`src/rtl/ps2md_pkg.sv`:
```
// ----------------------------------------------------------------------------
// ps2md_pkg - shared definitions for the PS/2 mouse packet decoder
// Event codes, register indexes, request kinds, header bits, reset bounds and the event slot types.
// ----------------------------------------------------------------------------
package ps2md_pkg;

   localparam int COORD_BITS_DEF = 12;
   localparam int ACCUM_BITS_DEF = 32;

   localparam int MAX_EVENTS = 4;

   // event kinds
   localparam logic [1:0] EV_MOVE   = 2'd0;
   localparam logic [1:0] EV_DOWN   = 2'd1;
   localparam logic [1:0] EV_UP     = 2'd2;
   localparam logic [1:0] EV_REPORT = 2'd3;

   // register indexes
   localparam logic [1:0] CSR_GUI_MODE      = 2'd0;
   localparam logic [1:0] CSR_ACCUM_MODE    = 2'd1;
   localparam logic [1:0] CSR_SCREEN_WIDTH  = 2'd2;
   localparam logic [1:0] CSR_SCREEN_HEIGHT = 2'd3;

   // request kinds
   localparam logic REQ_DATA   = 1'b0;
   localparam logic REQ_REPORT = 1'b1;

   // header byte bits
   localparam int HDR_SYNC_BIT = 3;
   localparam int HDR_XSIGN    = 4;
   localparam int HDR_YSIGN    = 5;
   localparam int HDR_XOVF     = 6;
   localparam int HDR_YOVF     = 7;

   localparam logic [12:0] WIDTH_RESET  = 13'd1024;
   localparam logic [12:0] HEIGHT_RESET = 13'd768;

   typedef struct packed {
      logic [1:0] kind;
      logic [2:0] info;
      logic       last;
   } ev_slot_type;

   typedef struct packed {
      logic [2:0]                   count;
      ev_slot_type [MAX_EVENTS-1:0] slot;
   } ev_set_type;

endpackage

```
`src/rtl/ps2_mouse_packet_decoder.sv`:
```
// ----------------------------------------------------------------------------
// ps2_mouse_packet_decoder - PS/2 three-byte mouse packet decoder
// Assembles mouse packets, tracks pointer or raw sums, emits pointer events.
// ----------------------------------------------------------------------------
// Bytes from the mouse come in on the req_ stream, one transaction per byte;
// a transaction with req_tuser set asks for the raw delta sums instead. A
// packet starts only on a byte with bit 3 set and is three bytes long; a
// packet with an overflow bit set is dropped. Each transaction is decoded in
// the cycle it is taken: the state is updated and its events (none to four)
// land in a four-slot event queue, which feeds the rsp_ output register one
// event per cycle while that register is empty or being taken. A transaction
// that gives no event leaves req_tready high, so such bytes go at one per
// cycle. While the queue holds events req_tready is low: an item with n
// events (one for a report, at most four for a packet with a move and three
// button changes) is taken, then holds req_tready low while its events move
// out, and longer while rsp_tready is low with a result waiting. The next
// byte is taken in the cycle after the last queued event moves to the output
// register, while that result may still wait there. The csr_ port is always
// ready and is meant to be written while no transaction is in flight. Writing
// the accumulate-mode register clears both sums; writing a bound clamps the
// pointer on that axis at once. rsp_tlast marks the final event of a request
// transaction.
// ----------------------------------------------------------------------------
module ps2_mouse_packet_decoder #(
   parameter int COORD_BITS = ps2md_pkg::COORD_BITS_DEF,
   parameter int ACCUM_BITS = ps2md_pkg::ACCUM_BITS_DEF
) (
   input  logic        clock,
   input  logic        reset,
   // request stream
   input  logic        req_tvalid,
   output logic        req_tready,
   input  logic [15:0] req_tdata,  // [7:0] data_byte, [10:8] modifier_keys
   input  logic [0:0]  req_tuser,  // [0] req_type
   // result stream
   output logic        rsp_tvalid,
   input  logic        rsp_tready,
   // pointer_x, pointer_y, button_info[2:0], modifier_state[2:0],
   // delta_x[31:0], delta_y[31:0], zero fill
   output logic [((2*COORD_BITS+70+7)/8)*8-1:0] rsp_tdata,
   output logic [1:0]  rsp_tuser,  // [1:0] event_kind
   output logic        rsp_tlast,  // last_flag
   // register writes
   input  logic        csr_valid,
   output logic        csr_ready,
   input  logic [1:0]  csr_index,
   input  logic [12:0] csr_data
);

   localparam int RSP_W = ((2*COORD_BITS+70+7)/8)*8;
   localparam int CMAX  = (1 << COORD_BITS) - 1;
   localparam int PW    = COORD_BITS + 2;

   // packet assembly states
   localparam logic [1:0] BP_HEADER = 2'd0;
   localparam logic [1:0] BP_XBYTE  = 2'd1;
   localparam logic [1:0] BP_YBYTE  = 2'd2;

   function automatic logic [COORD_BITS-1:0] axis_limit(input logic [12:0] bound);
      int v;
      v = int'(bound) - 1;
      if (v < 0) v = 0;
      if (v > CMAX) v = CMAX;
      return COORD_BITS'(v);
   endfunction

   // configuration
   logic                  gui_ff, gui_in;
   logic                  raw_ff, raw_in;
   logic [COORD_BITS-1:0] lim_x_ff, lim_x_in;
   logic [COORD_BITS-1:0] lim_y_ff, lim_y_in;

   // decoder state
   logic [1:0]            bp_ff, bp_in;
   logic [7:0]            hdr_ff, hdr_in;
   logic [7:0]            xb_ff, xb_in;
   logic [COORD_BITS-1:0] pos_x_ff, pos_x_in;
   logic [COORD_BITS-1:0] pos_y_ff, pos_y_in;
   logic [2:0]            mask_ff, mask_in;
   logic [ACCUM_BITS-1:0] sum_x_ff, sum_x_in;
   logic [ACCUM_BITS-1:0] sum_y_ff, sum_y_in;

   logic                  req_fire, csr_fire;
   logic                  req_kind;
   logic [7:0]            data_byte;
   logic [2:0]            mods;
   logic                  q_busy;

   logic signed [8:0]     dx9, dy9;
   logic signed [PW-1:0]  nx, ny;
   logic [COORD_BITS-1:0] cx, cy;
   logic [COORD_BITS-1:0] wlim;

   ps2md_pkg::ev_set_type set;
   logic [2:0]            n;
   logic [31:0]           sh_dx, sh_dy;

   logic [COORD_BITS-1:0] o_px, o_py;
   logic [2:0]            o_info, o_mods;
   logic [31:0]           o_dx, o_dy;

   assign req_tready = !q_busy;
   assign req_fire   = req_tvalid && req_tready;
   assign csr_ready  = 1'b1;
   assign csr_fire   = csr_valid && csr_ready;

   assign req_kind  = req_tuser[0];
   assign data_byte = req_tdata[7:0];
   assign mods      = req_tdata[10:8];

   // deltas of the packet completed by this byte
   assign dx9 = {hdr_ff[ps2md_pkg::HDR_XSIGN], xb_ff};
   assign dy9 = {hdr_ff[ps2md_pkg::HDR_YSIGN], data_byte};

   // pointer move with clamp; y runs opposite to the mouse
   assign nx = $signed({2'b00, pos_x_ff}) + PW'(dx9);
   assign ny = $signed({2'b00, pos_y_ff}) - PW'(dy9);

   always_comb begin
      if (nx < 0) cx = '0;
      else if (nx > $signed({2'b00, lim_x_ff})) cx = lim_x_ff;
      else cx = nx[COORD_BITS-1:0];
      if (ny < 0) cy = '0;
      else if (ny > $signed({2'b00, lim_y_ff})) cy = lim_y_ff;
      else cy = ny[COORD_BITS-1:0];
   end

   assign wlim = axis_limit(csr_data);

   // decode one transaction
   always_comb begin
      bp_in    = bp_ff;
      hdr_in   = hdr_ff;
      xb_in    = xb_ff;
      pos_x_in = pos_x_ff;
      pos_y_in = pos_y_ff;
      mask_in  = mask_ff;
      sum_x_in = sum_x_ff;
      sum_y_in = sum_y_ff;
      set      = '0;
      n        = 3'd0;
      sh_dx    = 32'd0;
      sh_dy    = 32'd0;

      if (req_fire) begin
         if (req_kind == ps2md_pkg::REQ_REPORT) begin
            set.count        = 3'd1;
            set.slot[0].kind = ps2md_pkg::EV_REPORT;
            set.slot[0].info = mask_ff;
            set.slot[0].last = 1'b1;
            sh_dx            = 32'($signed(sum_x_ff));
            sh_dy            = 32'($signed(sum_y_ff));
            sum_x_in         = '0;
            sum_y_in         = '0;
         end else begin
            case (bp_ff)
               BP_HEADER: begin
                  if (data_byte[ps2md_pkg::HDR_SYNC_BIT]) begin
                     hdr_in = data_byte;
                     bp_in  = BP_XBYTE;
                  end
               end
               BP_XBYTE: begin
                  xb_in = data_byte;
                  bp_in = BP_YBYTE;
               end
               BP_YBYTE: begin
                  bp_in = BP_HEADER;
                  if (!hdr_ff[ps2md_pkg::HDR_XOVF] && !hdr_ff[ps2md_pkg::HDR_YOVF]) begin
                     mask_in = hdr_ff[2:0];
                     if (raw_ff) begin
                        sum_x_in = sum_x_ff + ACCUM_BITS'(dx9);
                        sum_y_in = sum_y_ff + ACCUM_BITS'(dy9);
                     end else begin
                        pos_x_in = cx;
                        pos_y_in = cy;
                     end
                     if (gui_ff) begin
                        if (dx9 != 9'sd0 || dy9 != 9'sd0) begin
                           set.slot[n[1:0]].kind = ps2md_pkg::EV_MOVE;
                           set.slot[n[1:0]].info = hdr_ff[2:0];
                           n = n + 3'd1;
                        end
                        for (int b = 0; b < 3; b++) begin
                           if (hdr_ff[b] != mask_ff[b]) begin
                              set.slot[n[1:0]].kind = hdr_ff[b] ? ps2md_pkg::EV_DOWN
                                                                : ps2md_pkg::EV_UP;
                              set.slot[n[1:0]].info = 3'(b + 1);
                              n = n + 3'd1;
                           end
                        end
                        if (n != 3'd0) begin
                           set.slot[n[1:0] - 2'd1].last = 1'b1;
                        end
                        set.count = n;
                     end
                  end
               end
               default: begin
                  bp_in = BP_HEADER;
               end
            endcase
         end
      end

      // register writes that touch decoder state; the user keeps them to idle time only, the block does not enforce it
      if (csr_fire) begin
         case (csr_index)
            ps2md_pkg::CSR_ACCUM_MODE: begin
               sum_x_in = '0;
               sum_y_in = '0;
            end
            ps2md_pkg::CSR_SCREEN_WIDTH: begin
               if (pos_x_in > wlim) pos_x_in = wlim;
            end
            ps2md_pkg::CSR_SCREEN_HEIGHT: begin
               if (pos_y_in > wlim) pos_y_in = wlim;
            end
            default: ;
         endcase
      end
   end

   // register writes; idle-time only is the user's rule, the block does not enforce it
   always_comb begin
      gui_in   = gui_ff;
      raw_in   = raw_ff;
      lim_x_in = lim_x_ff;
      lim_y_in = lim_y_ff;
      if (csr_fire) begin
         case (csr_index)
            ps2md_pkg::CSR_GUI_MODE:      gui_in   = csr_data[0];
            ps2md_pkg::CSR_ACCUM_MODE:    raw_in   = csr_data[0];
            ps2md_pkg::CSR_SCREEN_WIDTH:  lim_x_in = wlim;
            ps2md_pkg::CSR_SCREEN_HEIGHT: lim_y_in = wlim;
            default: ;
         endcase
      end
   end

   always_ff @(posedge clock) begin
      if (reset) begin
         gui_ff   <= 1'b0;
         raw_ff   <= 1'b0;
         lim_x_ff <= axis_limit(ps2md_pkg::WIDTH_RESET);
         lim_y_ff <= axis_limit(ps2md_pkg::HEIGHT_RESET);
         bp_ff    <= BP_HEADER;
         hdr_ff   <= 8'd0;
         xb_ff    <= 8'd0;
         pos_x_ff <= '0;
         pos_y_ff <= '0;
         mask_ff  <= 3'd0;
         sum_x_ff <= '0;
         sum_y_ff <= '0;
      end else begin
         gui_ff   <= gui_in;
         raw_ff   <= raw_in;
         lim_x_ff <= lim_x_in;
         lim_y_ff <= lim_y_in;
         bp_ff    <= bp_in;
         hdr_ff   <= hdr_in;
         xb_ff    <= xb_in;
         mask_ff  <= mask_in;
         pos_x_ff <= pos_x_in;
         pos_y_ff <= pos_y_in;
         sum_x_ff <= sum_x_in;
         sum_y_ff <= sum_y_in;
      end
   end

   // events of one transaction share position, modifiers and deltas
   ps2md_evq #(
      .COORD_BITS(COORD_BITS)
   ) u_evq (
      .clock     (clock),
      .reset     (reset),
      .load      (req_fire && (set.count != 3'd0)),
      .set       (set),
      .sh_pos_x  (pos_x_in),
      .sh_pos_y  (pos_y_in),
      .sh_mods   (mods),
      .sh_dx     (sh_dx),
      .sh_dy     (sh_dy),
      .busy      (q_busy),
      .out_valid (rsp_tvalid),
      .out_ready (rsp_tready),
      .out_kind  (rsp_tuser),
      .out_info  (o_info),
      .out_last  (rsp_tlast),
      .out_pos_x (o_px),
      .out_pos_y (o_py),
      .out_mods  (o_mods),
      .out_dx    (o_dx),
      .out_dy    (o_dy)
   );

   assign rsp_tdata = RSP_W'({o_dy, o_dx, o_mods, o_info, o_py, o_px});

endmodule

```
`src/rtl/ps2md_evq.sv`:
```
// ----------------------------------------------------------------------------
// ps2md_evq - event queue and result register
// Holds the events of one item and hands them out one per cycle while the result register is empty or being taken.
// ----------------------------------------------------------------------------
module ps2md_evq #(
   parameter int COORD_BITS = ps2md_pkg::COORD_BITS_DEF
) (
   input  logic                      clock,
   input  logic                      reset,
   // load side
   input  logic                      load,
   input  ps2md_pkg::ev_set_type     set,
   input  logic [COORD_BITS-1:0]     sh_pos_x,
   input  logic [COORD_BITS-1:0]     sh_pos_y,
   input  logic [2:0]                sh_mods,
   input  logic [31:0]               sh_dx,
   input  logic [31:0]               sh_dy,
   output logic                      busy,
   // result side
   output logic                      out_valid,
   input  logic                      out_ready,
   output logic [1:0]                out_kind,
   output logic [2:0]                out_info,
   output logic                      out_last,
   output logic [COORD_BITS-1:0]     out_pos_x,
   output logic [COORD_BITS-1:0]     out_pos_y,
   output logic [2:0]                out_mods,
   output logic [31:0]               out_dx,
   output logic [31:0]               out_dy
);

   localparam int NS = ps2md_pkg::MAX_EVENTS;

   ps2md_pkg::ev_slot_type [NS-1:0] slot_ff, slot_in;
   logic [2:0] cnt_ff, cnt_in;

   logic [COORD_BITS-1:0] px_ff, py_ff;
   logic [2:0]            mods_ff;
   logic [31:0]           dx_ff, dy_ff;

   logic                  ov_ff, ov_in;
   ps2md_pkg::ev_slot_type oslot_ff;
   logic [COORD_BITS-1:0] opx_ff, opy_ff;
   logic [2:0]            omods_ff;
   logic [31:0]           odx_ff, ody_ff;

   logic advance;

   assign advance = (cnt_ff != 3'd0) && (!ov_ff || out_ready);

   always_comb begin
      slot_in = slot_ff;
      cnt_in  = cnt_ff;
      if (load) begin
         slot_in = set.slot;
         cnt_in  = set.count;
      end else if (advance) begin
         for (int i = 0; i < NS - 1; i++) begin
            slot_in[i] = slot_ff[i+1];
         end
         slot_in[NS-1] = '0;
         cnt_in = cnt_ff - 3'd1;
      end
   end

   always_comb begin
      ov_in = ov_ff;
      if (advance) begin
         ov_in = 1'b1;
      end else if (out_ready) begin
         ov_in = 1'b0;
      end
   end

   always_ff @(posedge clock) begin
      if (reset) begin
         cnt_ff <= 3'd0;
         ov_ff  <= 1'b0;
      end else begin
         cnt_ff <= cnt_in;
         ov_ff  <= ov_in;
      end
      slot_ff <= slot_in;
      if (load) begin
         px_ff   <= sh_pos_x;
         py_ff   <= sh_pos_y;
         mods_ff <= sh_mods;
         dx_ff   <= sh_dx;
         dy_ff   <= sh_dy;
      end
      if (advance) begin
         oslot_ff <= slot_ff[0];
         opx_ff   <= px_ff;
         opy_ff   <= py_ff;
         omods_ff <= mods_ff;
         odx_ff   <= dx_ff;
         ody_ff   <= dy_ff;
      end
   end

   assign busy      = (cnt_ff != 3'd0);
   assign out_valid = ov_ff;
   assign out_kind  = oslot_ff.kind;
   assign out_info  = oslot_ff.info;
   assign out_last  = oslot_ff.last;
   assign out_pos_x = opx_ff;
   assign out_pos_y = opy_ff;
   assign out_mods  = omods_ff;
   assign out_dx    = odx_ff;
   assign out_dy    = ody_ff;

`ifndef NO_ASSERTIONS
   a_load_empty: assert property (@(posedge clock) disable iff (reset)
      load |-> cnt_ff == 3'd0)
      else $error("event set loaded over pending events");

   a_load_count: assert property (@(posedge clock) disable iff (reset)
      load |=> cnt_ff == $past(set.count))
      else $error("queue count does not match loaded set");

   a_last_slot: assert property (@(posedge clock) disable iff (reset)
      cnt_ff != 3'd0 |-> slot_ff[cnt_ff[1:0] - 2'd1].last)
      else $error("final queued event not marked last");

   a_advance: assert property (@(posedge clock) disable iff (reset)
      advance |=> ov_ff)
      else $error("queued event did not reach result register");
`endif

endmodule

```
`config.mk`:
```
export PLATFORM = sky130hd
export DESIGN_NAME = ps2_mouse_packet_decoder
export DESIGN_NICKNAME = d
export VERILOG_FILES = /design/src/rtl/ps2md_pkg.sv /design/src/rtl/ps2_mouse_packet_decoder.sv /design/src/rtl/ps2md_evq.sv
export SDC_FILE = /design/constraint.sdc
export NUM_CORES = 1
export LEC_CHECK = 0
export BUFFER_PORTS_ARGS = -buffer_cell sky130_fd_sc_hd__buf_2
export CAP_MARGIN = 10
export CORE_MARGIN = 2
export CORE_UTILIZATION = 65
export CTS_CLUSTER_DIAMETER = 80
export CTS_CLUSTER_SIZE = 40
export DETAILED_ROUTE_END_ITERATION = 7
export PLACE_DENSITY = 0.93
export SLEW_MARGIN = 20
export SYNTH_ARGS = -nofsm -noshare
export SYNTH_HDL_FRONTEND = slang
export SYNTH_SLANG_ARGS = --single-unit
```
`constraint.sdc`:
```
create_clock -name clock -period 10.65 [get_ports clock]
set_input_delay 1.065 -clock clock [delete_from_list [all_inputs] [get_ports clock]]
set_output_delay 1.065 -clock clock [all_outputs]
set_load 0.1 [all_outputs]
```
# --- Word level (Yosys, flattened, before mapping) ---
# Cells that the tools add are included.
totals:
  ff_bits: 351
  in_bits: 37
  output_inout_bits: 102
  wordCells: 231
classes:
  addsub: 10
  n_lt_le_gt_ge: 16
  n_eq_ne: 9
  mux: 124
  bitwise_logic: 1
  reduce_logical: 32
ops:
  columns: ["cell", "count"]
  rows:
  - ["$mux W24", 21]
  - ["$mux W32", 15]
  - ["$mux W12", 21]
  - ["$bwmux W24", 7]
  - ["$mux W27", 4]
  - ["$demux W6 S2", 7]
  - ["$mux W3", 27]
  - ["$add A32 B32 Y32", 2]
  - ["$lt A14 B1 Y1 const B", 3]
  - ["$gt A32 B13 Y1 const B", 1]
  - ["$gt A14 B13 Y1", 2]
  - ["$mux W5", 5]
  - ["$gt A12 B12 Y1", 2]
  - ["$mux W6", 4]
  - ["$mux W18", 1]
  - ["$reduce_bool A9 Y1", 2]
  - ["$add A13 B9 Y14", 1]
  - ["$sub A13 B1 Y14 const B", 1]
  - ["$sub A13 B9 Y14", 1]
  - ["$lt A2 B3 Y1 const B", 4]
  - ["$mux W4", 3]
  - ["$reduce_and A2 Y1", 5]
  - ["$add A3 B1 Y3 const B", 3]
  - ["$reduce_bool A3 Y1", 3]
  - ["18 further kinds", 47]

# --- Depth between registers and ports, before layout ---
# Gate-level depths: netlist (run 1).
logic_depth:
  word_depth: 46
  depth_mapped: 32
  ltp_nobuf: 30

# --- Modules after synthesis ---
# Synthesis (run 1) repeated with hierarchy kept, for this count alone.
unflattened:
  cells_unflattened: 1887
  area_unflattened_um2: 19251.0
by_module_without_submodules:
  columns: ["mod", "instances", "cells_each", "area_per_inst_um2", "seq_area_each_um2"]
  rows:
  - ["ps2_mouse_packet_decoder", 1, 1618, 12376.9, 2682.6]
  - ["ps2md_evq", 1, 269, 6874.1, 6446.2]

# --- Worst setup path before layout (run 1) ---
# No wires, ideal clock.
synth_path:
  kind: "register to register"
  start: "reg u_evq.cnt_ff[0]"
  end: "reg u_evq.cnt_ff[2]"
  setup_time_ns: 0.059
  t_arrival_ns: 7.137
  required_time_ns: 10.591
  slack_ns: 3.454
  stages_incl_launch_ff: 9
  path_buffers: 1
  period_less_slack_ns: 7.196
  cell_sequence: "dfxtp_1 inv_1 ha_1 nor2b_1 clkbuf_1 nor2b_1 nand2b_1 o21a_1 o221a_2"
synth_via:
  elab_chain_len: 7
  word_cells_on_any_way: 11
  classes_between: "1 x add/sub; 3 x mux; 7 x reduce/logical"
synth_rtl:
  columns: ["element", "line", "source"]
  rows:
  - ["start, declared", "ps2md_evq.sv:35", "logic [2:0] cnt_ff, cnt_in;"]
  - ["start signal, assigned", "ps2md_evq.sv:80", "cnt_ff <= cnt_in;"]
  - ["$reduce_bool A3 Y1 (*)", "ps2md_evq.sv:101", "assign busy = (cnt_ff != 3'd0);"]
  - ["$logic_not A1 Y1 (*)", "ps2_mouse_packet_decoder.sv:102", "assign req_tready = !q_busy;"]
  - ["named net req_tready", "ps2_mouse_packet_decoder.sv:32", "output logic req_tready,"]
  - ["$logic_and A1 B1 Y1 (*)", "ps2_mouse_packet_decoder.sv:103", "assign req_fire = req_tvalid && req_tready;"]
  - ["$mux W27", "ps2_mouse_packet_decoder.sv:145", "if (req_fire) begin"]
  - ["$reduce_bool A3 Y1", "ps2_mouse_packet_decoder.sv:277", ".load (req_fire && (set.count != 3'd0)),"]
  - ["$logic_and A1 B1 Y1", "ps2_mouse_packet_decoder.sv:277", null]
  - ["$mux W3 or $reduce_bool A2 Y1 (tied branches)", null, null]
# The timed path passes the listed nets; every way through them passes the cells marked *. The select of a mux whose other input is x is not followed.
# A chain may end at the register's enable or synchronous reset.

# --- Final worst setup path (run 1) ---
layout_path:
  start: "in req_tdata[0]"
  end: "reg pos_y_ff[7]"
layout_via:
  elab_chain_len: 13
  word_cells_on_any_way: 14
  classes_between: "1 x add/sub; 3 x order compare; 10 x mux"
layout_rtl:
  columns: ["element", "line", "source"]
  rows:
  - ["start, declared", "ps2_mouse_packet_decoder.sv:33", "input logic [15:0] req_tdata,"]
  - ["$sub A13 B9 Y14 (*)", "ps2_mouse_packet_decoder.sv:117", "assign ny = $signed({2'b00, pos_y_ff}) - PW'(dy9);"]
  - ["$gt A14 B13 Y1", "ps2_mouse_packet_decoder.sv:124", "else if (ny > $signed({2'b00, lim_y_ff})) cy = lim_y_ff;"]
  - ["$mux W12", "ps2_mouse_packet_decoder.sv:124", null]
  - ["$mux W12 (*)", "ps2_mouse_packet_decoder.sv:123", "if (ny < 0) cy = '0;"]
  - ["$mux W12 (*)", "ps2_mouse_packet_decoder.sv:171", "if (raw_ff) begin"]
  - ["$mux W12 (*)", "ps2_mouse_packet_decoder.sv:169", "if (!hdr_ff[ps2md_pkg::HDR_XOVF] && !hdr_ff[ps2md_pkg::HDR_YOVF]) begin"]
  - ["$mux W12 (*)", "ps2_mouse_packet_decoder.sv:156", "case (bp_ff)"]
  - ["$mux W12 (*)", "ps2_mouse_packet_decoder.sv:146", "if (req_kind == ps2md_pkg::REQ_REPORT) begin"]
  - ["$mux W12 (*)", "ps2_mouse_packet_decoder.sv:145", null]
  - ["$gt A12 B12 Y1", "ps2_mouse_packet_decoder.sv:217", "if (pos_y_in > wlim) pos_y_in = wlim;"]
  - ["$mux W12", "ps2_mouse_packet_decoder.sv:217", null]
  - ["$mux W12", "ps2_mouse_packet_decoder.sv:208", "case (csr_index)"]
  - ["$mux W12 (*)", "ps2_mouse_packet_decoder.sv:207", "if (csr_fire) begin"]
  - ["named net pos_y_in[7]", "ps2_mouse_packet_decoder.sv:78", "logic [COORD_BITS-1:0] pos_y_ff, pos_y_in;"]
  - ["end signal, assigned", "ps2_mouse_packet_decoder.sv:265", "pos_y_ff <= pos_y_in;"]
  - ["end, declared", "ps2_mouse_packet_decoder.sv:78", null]
# The timed path passes the listed nets; every way through them passes the cells marked *.

==> out/summary.json, run 1 <==
{
  "data_required_time_of_the_worst_path": {"value": 11.07, "unit": "ns"},
  "synthArstFlopShare": {"value": 0},
  "drt_first_iter_violations": {"value": 1554},
  "report.final.setup_viol": {"value": 0},
  "cts_tree": {"value": "yes"},
  "yosys_warnings": {"value": 0},
  "pwr_cell_area": {"value": 218, "unit": "nW/um2"},
  "dr_wl_met2": {"value": 22700, "unit": "um"},
  "drive_gt1_frac": {"value": 0.115},
  "clk_pin_slew": {"value": 0.11, "unit": "ns"},
  "yosys-top-cells-count": {"value": "sky130_fd_sc_hd__edfxtp_1, sky130_fd_sc_hd__nor2_1, sky130_fd_sc_hd__a21oi_1"},
  "synthFlopType": {"value": "sky130_fd_sc_hd__edfxtp_1"},
  "total_switching_power": {"value": 0.00224, "unit": "W"},
  "cellLeakagePower": {"value": 8.84, "unit": "nW"},
  "ctsLongestPathBuffers": {"value": 3},
  "synthesis.area": {"value": 19400, "unit": "um2"},
  "final_antenna_net_count": {"value": 0},
  "die_height": {"value": 177, "unit": "um"},
  "layout_min_cycle_time": {"value": 7.68, "unit": "ns"},
  "fin_crit_sh": {"value": 0.721},
  "synth-seq-area-share": {"value": 0.465},
  "relSlewSlack": {"value": 0.258},
  "ys_seq_elements": {"value": 347},
  "cts_buffers": {"value": 16},
  "routed_vias_inst": {"value": 6.38},
  "timing_hold_violations_final": {"value": 0},
  "p_seq_frac": {"value": 0.408},
  "critPathArrivalTime": {"value": 8.09, "unit": "ns"},
  "io_buffer_count": {"value": 130},
  "startpoint_type": {"value": "input pin"},
  "critPathSlowestCell": {"value": "sky130_fd_sc_hd__o311ai_4"},
  "grt_antenna_before_repair": {"value": 3},
  "areaGrowthSynthToFinish": {"value": 8.34, "unit": "%"},
  "synthesis.instances": {"value": 1935},
  "synth_largest_type_area_fraction": {"value": 0.323},
  "pin_slew_with_the_least_headroom_to_its_limit": {"value": 1.11, "unit": "ns"},
  "dpl.hpwl": {"value": 32700, "unit": "um"},
  "gr-total-overflow": {"value": 0},
  "status": {"value": "complete, no violations"},
  "route.met3.wl": {"value": 3780, "unit": "um"},
  "synth.avg_cell_area": {"value": 10.0, "unit": "um2"},
  "initial_utilization": {"value": 0.657},
  "synthTopCellsByArea": {"value": "sky130_fd_sc_hd__edfxtp_1, sky130_fd_sc_hd__dfxtp_1, sky130_fd_sc_hd__ha_1"},
  "row_count": {"value": 63},
  "cts.repair.resized": {"value": 0},
  "fmax": {"value": 130, "unit": "MHz"},
  "timing.final.ws_setup": {"value": 2.97, "unit": "ns"},
  "clkLatencyLatePin": {"value": 0.55, "unit": "ns"},
  "synth-simple-area-share": {"value": 0.153},
  "detail_route.wirelength.met1": {"value": 17900, "unit": "um"},
  "final.hold.worst_slack": {"value": 0.428, "unit": "ns"},
  "worst-path-max-fanout": {"value": 15},
  "grt_usage": {"value": 0.295},
  "critPathMaxStageDelay": {"value": 0.75, "unit": "ns"},
  "route.vias.total": {"value": 15515},
  "postLayoutCellArea": {"value": 21000, "unit": "um2"},
  "synth-edff-count": {"value": 209},
  "routed_wirelength": {"value": 46300, "unit": "um"},
  "hold_class": {"value": "reg -> reg"},
  "setup.worst_path.end_class": {"value": "flip-flop"},
  "synth.lib_cells_used.distinct": {"value": 95},
  "critical-path-top-cell-by-count": {"value": "sky130_fd_sc_hd__ha_1"},
  "fp.dieW": {"value": 177, "unit": "um"},
  "clock_share_of_power": {"value": 0.172},
  "grt_start_max_net_pins": {"value": 71},
  "dpl_cell_area": {"value": 20400, "unit": "um2"},
  "grt_pass1_vias": {"value": 15366},
  "detailedRoute.firstPassIterationCount": {"value": 6},
  "synth_mux_area_frac": {"value": 0.0235},
  "pint": {"value": 0.00234, "unit": "W"},
  "worst-setup-path-type": {"value": "in -> reg"},
  "switching_share": {"value": 0.488},
  "combinational_family_with_the_most_area_after_synthesis": {"value": "compound AO/OA/AOI/OAI gates"},
  "synth-compound-area-share": {"value": 0.190},
  "gp_congestion": {"value": 0.978},
  "layout.filler_cells": {"value": 2065},
  "grt_setup_unrepaired": {"value": "no"},
  "adder_cell_share_of_the_synthesized_area": {"value": 0.0992},
  "slew_viol_final": {"value": 0},
  "clock-sinks": {"value": 347},
  "routedWlPerCell": {"value": 19.0, "unit": "um"},
  "timing.max_cap.violations": {"value": 0},
  "cts.hold.buffers_added": {"value": 0},
  "comb_power_share": {"value": 0.420},
  "yosys.area.top_type": {"value": "sky130_fd_sc_hd__edfxtp_1"},
  "post_synth_xor_area_fraction": {"value": 0.0365},
  "i_o_pin_count": {"value": 139},
  "cts-htree-levels": {"value": 1},
  "detailedPlace.worstSlack": {"value": 2.60, "unit": "ns"},
  "cts_setup_buffers": {"value": 0},
  "cts-root-buf": {"value": "sky130_fd_sc_hd__clkbuf_16"},
  "drc_errors": {"value": 0},
  "top_layer_used": {"value": "met5"},
  "design.final.nets": {"value": 2218},
  "wire_length_of_the_first_global_routing_pass": {"value": 74400, "unit": "um"},
  "peak_ir_drop_on_the_vdd_network": {"value": 0.317, "unit": "mV"},
  "core_area": {"value": 29600, "unit": "um2"},
  "die_area": {"value": 31300, "unit": "um2"},
  "fin_util": {"value": 0.712},
  "yosys.cell_count.top_type": {"value": "sky130_fd_sc_hd__edfxtp_1"},
  "finalSetupTns": {"value": 0, "unit": "ns"},
  "skew_final": {"value": 0.0403, "unit": "ns"}
}
[metal layers]
layer  vias to the layer above  track usage
met2                       707        0.510
met3                       168       0.0432
met4                         2        0.138
met5                         -            0
li1                       7320            -
met1                      7318        0.364
[critical path: cells and delay by family]
kind / cells / cell delay [ns]
muxes: 2 / 0.73
buffers and inverters: 3 / 0.54
adders and majority gates: 4 / 1.21
AOI/OAI and AO/OA: 10 / 2.74
xor gates and xnor gates: 1 / 0.13
and+or+nand+nor: 7 / 1.66
[metrics by stage]
stage	power [W]	std cells
floorplan	0.00355	1936
global placement	0.00378	2402
detailed placement	0.00383	2402
CTS	0.00460	2430
global route	0.00474	2431
finish	0.00458	2432
[kinds of logic (layout without fill, tap and decap cells)]
| kind of cell | after synthesis | in the layout |
|---|---|---|
| XOR/XNOR | 81 | 81 |
| AND/OR/NAND/NOR | 594 | 594 |
| adder cells (fa/ha/maj) | 151 | 151 |
| flip-flops | 347 | 347 |
| multiplexers | 43 | 43 |
| buffers and inverters | 158 | 262 |
| other | 2 | 5 |
| AO/OA/AOI/OAI | 559 | 559 |
[final cells by class]
type	instances	area, um2	area share
Tap cell	390	488	0.0232
Timing Repair Buffer	152	816	0.0388
Clock buffer	17	425	0.0202
Clock inverter	11	160	0.00761
Inverter	82	310	0.0147
Sequential cell	347	9040	0.430
Multi-Input combinational cell	1431	9800	0.466
Antenna cell	2	5.00	0.000238
[state kept, by name (all words and copies together), names as in the netlist, 21 cells and up]
name           cells
u_evq.out_dy      32
sum_y_ff          32
u_evq.dy_ff       32
u_evq.slot_ff     21
u_evq.out_dx      32
sum_x_ff          32
u_evq.dx_ff       32
[path summary, 6_finish.rpt]
path | cells after the start | start | end | slack [ns]
max | 27 | req_tdata[0] | pos_y_ff[7]$_SDFF_PP0_ | 2.97
min | 0 | u_evq.px_ff[6]$_DFFE_PP_ | u_evq.out_pos_x[6]$_DFFE_PP_ | 0.43
max reg2reg | 27 | pos_y_ff[0]$_SDFF_PP0_ | pos_y_ff[7]$_SDFF_PP0_ | 3.30
min reg2reg | 0 | u_evq.px_ff[6]$_DFFE_PP_ | u_evq.out_pos_x[6]$_DFFE_PP_ | 0.43
[power by group through the flow]
stage                     clock network (W)  registers (W)  logic [W]
after floorplan                           0        0.00320   0.000348
after global placement                    0        0.00189    0.00189
after detailed placement                  0        0.00190    0.00193
after CTS                          0.000795        0.00187    0.00193
after global routing               0.000844        0.00190    0.00200
final                              0.000788        0.00187    0.00193
[placed cells by master (no fill, tap or decap), types with 29 or more instances in the layout]
cell type and count:
sky130_fd_sc_hd__nand3_1 41, sky130_fd_sc_hd__and2_1 81, sky130_fd_sc_hd__nand2_1 132, sky130_fd_sc_hd__mux2i_1 29, sky130_fd_sc_hd__dfxtp_1 138, sky130_fd_sc_hd__a21oi_1 165, sky130_fd_sc_hd__nor2_1 180, sky130_fd_sc_hd__edfxtp_1 209
sky130_fd_sc_hd__a22oi_1 41, sky130_fd_sc_hd__a21o_1 49, sky130_fd_sc_hd__ha_1 146, sky130_fd_sc_hd__inv_1 80, sky130_fd_sc_hd__o21ai_0 89, sky130_fd_sc_hd__xnor2_1 55, sky130_fd_sc_hd__buf_2 130
Power figures use the tool's default switching activity.
==> run 2, diff against run 1 <==
CORE_UTILIZATION = 61   (was 65)
PLACE_DENSITY = 0.89   (was 0.93)
clock period = 7.8 ns   (was 10.65 ns; I/O delays follow)
==> out/summary.json, run 2 (same netlist as run 1, synthesis figures left out) <==
{
  "status": {"value": "complete, no violations"},
  "timing.reg2reg.setup_slack": {"value": 0.56, "unit": "ns"},
  "cts-htree-levels": {"value": 1},
  "mostFrequentLayoutCell": {"value": "sky130_fd_sc_hd__edfxtp_1"},
  "core_area": {"value": 31500, "unit": "um2"},
  "design.final.nets": {"value": 2222},
  "cts_setup_buffers": {"value": 0},
  "grt_setup_unrepaired": {"value": "no"},
  "wire_length_of_the_first_global_routing_pass": {"value": 74000, "unit": "um"},
  "layout_min_cycle_time": {"value": 7.24, "unit": "ns"},
  "layout.filler_cells": {"value": 2320},
  "relSlewSlack": {"value": 0.192},
  "layout.cells.most_common_list": {"value": "sky130_fd_sc_hd__edfxtp_1, sky130_fd_sc_hd__nor2_1, sky130_fd_sc_hd__a21oi_1"},
  "grt_start_max_net_pins": {"value": 68},
  "grt_pass1_vias": {"value": 15085},
  "detailedPlace.worstSlack": {"value": 0.480, "unit": "ns"},
  "peak_ir_drop_on_the_vdd_network": {"value": 0.277, "unit": "mV"},
  "critPathSlowestCell": {"value": "sky130_fd_sc_hd__a311oi_1"},
  "slew_viol_final": {"value": 0},
  "fmax": {"value": 138, "unit": "MHz"},
  "timing_hold_violations_final": {"value": 0},
  "final_antenna_net_count": {"value": 0},
  "die_area": {"value": 33300, "unit": "um2"},
  "cts_tree": {"value": "yes"},
  "routed_vias_inst": {"value": 6.27},
  "data_required_time_of_the_worst_path": {"value": 8.30, "unit": "ns"},
  "pin_slew_with_the_least_headroom_to_its_limit": {"value": 1.20, "unit": "ns"},
  "global_route.usage.met1": {"value": 0.334},
  "met2_usage": {"value": 0.481},
  "pwr_cell_area": {"value": 301, "unit": "nW/um2"},
  "hold_class": {"value": "in -> reg"},
  "i_o_pin_count": {"value": 139},
  "gp_congestion": {"value": 0.950},
  "finalSetupTns": {"value": 0, "unit": "ns"},
  "setup.worst_path.end_class": {"value": "flip-flop"},
  "timing.final.ws_setup": {"value": 0.562, "unit": "ns"},
  "timing.max_cap.violations": {"value": 0},
  "routedWlPerCell": {"value": 18.8, "unit": "um"},
  "global_route.peak_usage_layer": {"value": "met2"},
  "areaGrowthSynthToFinish": {"value": 9.12, "unit": "%"},
  "grt_use_met3": {"value": 0.0433},
  "report.final.setup_viol": {"value": 0},
  "route.vias.total": {"value": 15373},
  "drive_gt1_frac": {"value": 0.118},
  "cts_buffers": {"value": 17},
  "grt_usage": {"value": 0.273},
  "worst-setup-path-type": {"value": "reg -> reg"},
  "critPathMaxStageDelay": {"value": 0.67, "unit": "ns"},
  "cts.hold.buffers_added": {"value": 0},
  "drt_first_iter_violations": {"value": 1179},
  "gr-total-overflow": {"value": 0},
  "grt_antenna_before_repair": {"value": 6},
  "dpl.hpwl": {"value": 32500, "unit": "um"},
  "initial_utilization": {"value": 0.617},
  "startpoint_type": {"value": "flip-flop"},
  "skew_final": {"value": 0.0463, "unit": "ns"},
  "cts-root-buf": {"value": "sky130_fd_sc_hd__clkbuf_16"},
  "clock-sinks": {"value": 347},
  "cellLeakagePower": {"value": 8.90, "unit": "nW"},
  "fp.dieW": {"value": 182, "unit": "um"},
  "clkLatencyLatePin": {"value": 0.56, "unit": "ns"},
  "worst-path-max-fanout": {"value": 21},
  "die_height": {"value": 182, "unit": "um"},
  "critPathArrivalTime": {"value": 7.74, "unit": "ns"},
  "routed_wirelength": {"value": 46000, "unit": "um"},
  "io_buffer_count": {"value": 130},
  "cts.repair.resized": {"value": 0},
  "detailedRoute.firstPassIterationCount": {"value": 7},
  "drc_errors": {"value": 0},
  "clk_pin_slew": {"value": 0.13, "unit": "ns"},
  "row_count": {"value": 65},
  "ctsLongestPathBuffers": {"value": 3},
  "fin_crit_sh": {"value": 0.928}
}
run 2: per-layer routing:
layer	up-vias	part of all wire	wire length [um]
li1	7325	-	-
met3	126	0.068	3140
met2	587	0.49	22300
met1	7333	0.41	18700
met5	-	0.00024	11
met4	2	0.040	1820
run 2: path summary, 6_finish.rpt:
path	startpoint	endpoint	cells after the start
max	xb_ff[0]$_SDFFE_PP0P_	pos_x_ff[7]$_SDFF_PP0_	31
min	req_tdata[8]	u_evq.mods_ff[0]$_DFFE_PP_	1
max reg2reg	xb_ff[0]$_SDFFE_PP0P_	pos_x_ff[7]$_SDFF_PP0_	31
min reg2reg	u_evq.dy_ff[7]$_SDFFCE_PN0P_	u_evq.out_dy[7]$_DFFE_PP_	0
run 2: cell type report:
class,count,area [um2],area share
clock buffer,17,425,0.0201
sequential,347,9040,0.426
timing repair buffer,155,851,0.0401
antenna,5,12.5,0.000590
multi-input combinational,1431,9800,0.463
clock inverter,13,249,0.0117
tap,402,503,0.0237
inverter,82,310,0.0146
run 2: stage by stage:
step / area (um2) / total power [W] / hold WS, ns / utilization / instances
4_1_cts: 21100 / 0.00639 / 0.391 / 0.672 / 2446
5_1_grt: 21200 / 0.00658 / 0.389 / 0.673 / 2451
3_5_place_dp: 20500 / 0.00523 / 0.405 / 0.651 / 2416
3_3_place_gp: 20500 / 0.00517 / 0.400 / 0.650 / 2416
6_report: 21200 / 0.00638 / 0.399 / 0.673 / 2452
2_1_floorplan: 19400 / 0.00485 / 0.400 / - / 1936
run 2: power breakdown:
| group | switching (W) | leakage, nW | internal [W] | total (W) |
|---|---|---|---|---|
| Sequential | 0.000100 | 3.14 | 0.00244 | 0.00254 |
| Clock | 0.000710 | 0.316 | 0.000474 | 0.00118 |
| Combinational | 0.00232 | 5.45 | 0.000325 | 0.00265 |
run 2: worst max-delay path, delay by kind of cell (launching register included):
kind	cells	cell delay, ns
and+or+nand+nor	7	1.62
buffers and inverters	2	0.28
AOI/OAI and AO/OA	16	2.99
muxes	1	0.25
adders and majority gates	4	1.26
xor gates and xnor gates	1	0.26
DFF	1	0.48
==> run 3, diff against run 2 <==
--- a/config.mk
+++ b/config.mk
@@ -14,3 +14,3 @@
 export DETAILED_ROUTE_END_ITERATION = 7
-export PLACE_DENSITY = 0.89
+export PLACE_DENSITY = 0.81
 export SLEW_MARGIN = 20
==> constraint.sdc (replaced) <==
create_clock -name clock -period 7.8 [get_ports clock]
set_input_delay 1.17 -clock clock [delete_from_list [all_inputs] [get_ports clock]]
set_output_delay 1.17 -clock clock [all_outputs]
set_load 0.1 [all_outputs]
==> out/summary.json, run 3 (same netlist as run 1, synthesis figures left out) <==
{
  "layout.filler_cells": {"value": 2388},
  "cts-root-buf": {"value": "sky130_fd_sc_hd__clkbuf_16"},
  "startpoint_type": {"value": "flip-flop"},
  "initial_utilization": {"value": 0.617},
  "cts-htree-levels": {"value": 1},
  "grt_usage": {"value": 0.271},
  "cts_setup_buffers": {"value": 0},
  "core_area": {"value": 31500, "unit": "um2"},
  "clk_pin_slew": {"value": 0.13, "unit": "ns"},
  "cts_buffers": {"value": 18},
  "route.vias.total": {"value": 15212},
  "status": {"value": "complete, no violations"},
  "ctsLongestPathBuffers": {"value": 3},
  "cellLeakagePower": {"value": 8.95, "unit": "nW"},
  "mostFrequentLayoutCell": {"value": "sky130_fd_sc_hd__edfxtp_1"},
  "routed_vias_inst": {"value": 6.20},
  "hold_class": {"value": "reg -> reg"},
  "fmax": {"value": 138, "unit": "MHz"},
  "cts.repair.resized": {"value": 0},
  "grt_start_max_net_pins": {"value": 69},
  "critPathSlowestCell": {"value": "sky130_fd_sc_hd__a311oi_1"},
  "setup.worst_path.end_class": {"value": "flip-flop"},
  "die_height": {"value": 182, "unit": "um"},
  "gr-total-overflow": {"value": 0},
  "die_area": {"value": 33300, "unit": "um2"},
  "row_count": {"value": 65},
  "drive_gt1_frac": {"value": 0.119},
  "peak_ir_drop_on_the_vdd_network": {"value": 0.337, "unit": "mV"},
  "grt_pass1_vias": {"value": 14579},
  "i_o_pin_count": {"value": 139},
  "grt_setup_unrepaired": {"value": "no"},
  "areaGrowthSynthToFinish": {"value": 9.56, "unit": "%"},
  "routedWlPerCell": {"value": 18.5, "unit": "um"},
  "report.final.setup_viol": {"value": 0},
  "timing_hold_violations_final": {"value": 0},
  "worst-path-max-fanout": {"value": 21},
  "fp.dieW": {"value": 182, "unit": "um"},
  "clkLatencyLatePin": {"value": 0.56, "unit": "ns"},
  "finalSetupTns": {"value": 0, "unit": "ns"},
  "skew_final": {"value": 0.0333, "unit": "ns"},
  "design.final.nets": {"value": 2224},
  "routed_wirelength": {"value": 45300, "unit": "um"},
  "grt_antenna_before_repair": {"value": 5},
  "data_required_time_of_the_worst_path": {"value": 8.30, "unit": "ns"},
  "drc_errors": {"value": 0},
  "pin_slew_with_the_least_headroom_to_its_limit": {"value": 1.05, "unit": "ns"},
  "detailedRoute.firstPassIterationCount": {"value": 7},
  "relSlewSlack": {"value": 0.302},
  "timing.max_cap.violations": {"value": 0},
  "gp_congestion": {"value": 0.945},
  "io_buffer_count": {"value": 130},
  "worst-setup-path-type": {"value": "reg -> reg"},
  "layout.cells.most_common_list": {"value": "sky130_fd_sc_hd__edfxtp_1, sky130_fd_sc_hd__nor2_1, sky130_fd_sc_hd__a21oi_1"},
  "slew_viol_final": {"value": 0},
  "wire_length_of_the_first_global_routing_pass": {"value": 73100, "unit": "um"},
  "final_antenna_net_count": {"value": 0},
  "pwr_cell_area": {"value": 302, "unit": "nW/um2"},
  "layout_min_cycle_time": {"value": 7.27, "unit": "ns"},
  "drt_first_iter_violations": {"value": 1044},
  "critPathArrivalTime": {"value": 7.77, "unit": "ns"},
  "cts_tree": {"value": "yes"},
  "fin_crit_sh": {"value": 0.932},
  "cts.hold.buffers_added": {"value": 0},
  "clock-sinks": {"value": 347},
  "critPathMaxStageDelay": {"value": 0.71, "unit": "ns"},
  "final.hold.worst_slack": {"value": 0.420, "unit": "ns"},
  "dpl.hpwl": {"value": 31900, "unit": "um"}
}
## run 3: cell types whose count changed in the layout (fill, tap and decap cells not counted), sizes merged
cell | previous run | this run
buf | 155 | 156
diode | 5 | 4
clkinv | 4 | 5
clkbuf | 17 | 19
inv | 91 | 90
## run 3: cell type report
cell class                 count  area, um2  share of cell area
multi-input combinational   1431       9800               0.460
sequential                   347       9040               0.425
timing repair buffer         156        858              0.0403
tap                          402        503              0.0236
clock buffer                  19        475              0.0223
inverter                      82        310              0.0146
clock inverter                13        287              0.0135
antenna                        4       10.0            0.000470
## run 3: worst paths after layout
check | startpoint | to | slack, ns | cells past startpoint
setup / recovery | xb_ff[0]$_SDFFE_PP0P_ | pos_x_ff[2]$_SDFF_PP0_ | 0.53 | 31
hold / removal | u_evq.dx_ff[30]$_SDFFCE_PN0P_ | u_evq.out_dx[30]$_DFFE_PP_ | 0.42 | 0
setup reg to reg | xb_ff[0]$_SDFFE_PP0P_ | pos_x_ff[2]$_SDFF_PP0_ | 0.53 | 31
hold reg to reg | u_evq.dx_ff[30]$_SDFFCE_PN0P_ | u_evq.out_dx[30]$_DFFE_PP_ | 0.42 | 0
## run 3: report_power, final
group / total, W / internal (W) / switching [W]
Sequential: 0.00254 / 0.00245 / 0.0000984
Clock: 0.00126 / 0.000529 / 0.000731
Combinational: 0.00263 / 0.000317 / 0.00231
## run 3: critical path: cells and delay by family (launching register included)
family                   cells  cell delay [ns]
flip-flops                   1             0.50
buffers and inverters        2             0.30
adder cells (fa/ha/maj)      4             1.28
AND/OR/NAND/NOR              7             1.57
XOR/XNOR                     1             0.29
multiplexers                 1             0.26
AO/OA/AOI/OAI               16             2.98
## run 3: metrics by stage
step / cells / utilization / cell area [um2] / setup WS, ns / total power (W)
final: 2454 / 0.676 / 21300 / 0.533 / 0.00643
after CTS: 2450 / 0.676 / 21300 / 0.666 / 0.00647
after global routing: 2454 / 0.676 / 21300 / 0.0888 / 0.00664
after floorplan: 1936 / - / 19400 / 0.604 / 0.00485
after global placement: 2418 / 0.652 / 20500 / 0.505 / 0.00518
after detailed placement: 2418 / 0.652 / 20500 / 0.365 / 0.00523
## run 3: layer usage
metal | wire [um] | track usage
met1 | 18900 | 0.348
met3 | 2590 | 0.0283
met2 | 22100 | 0.471
met5 | 12 | 0
met4 | 1700 | 0.109
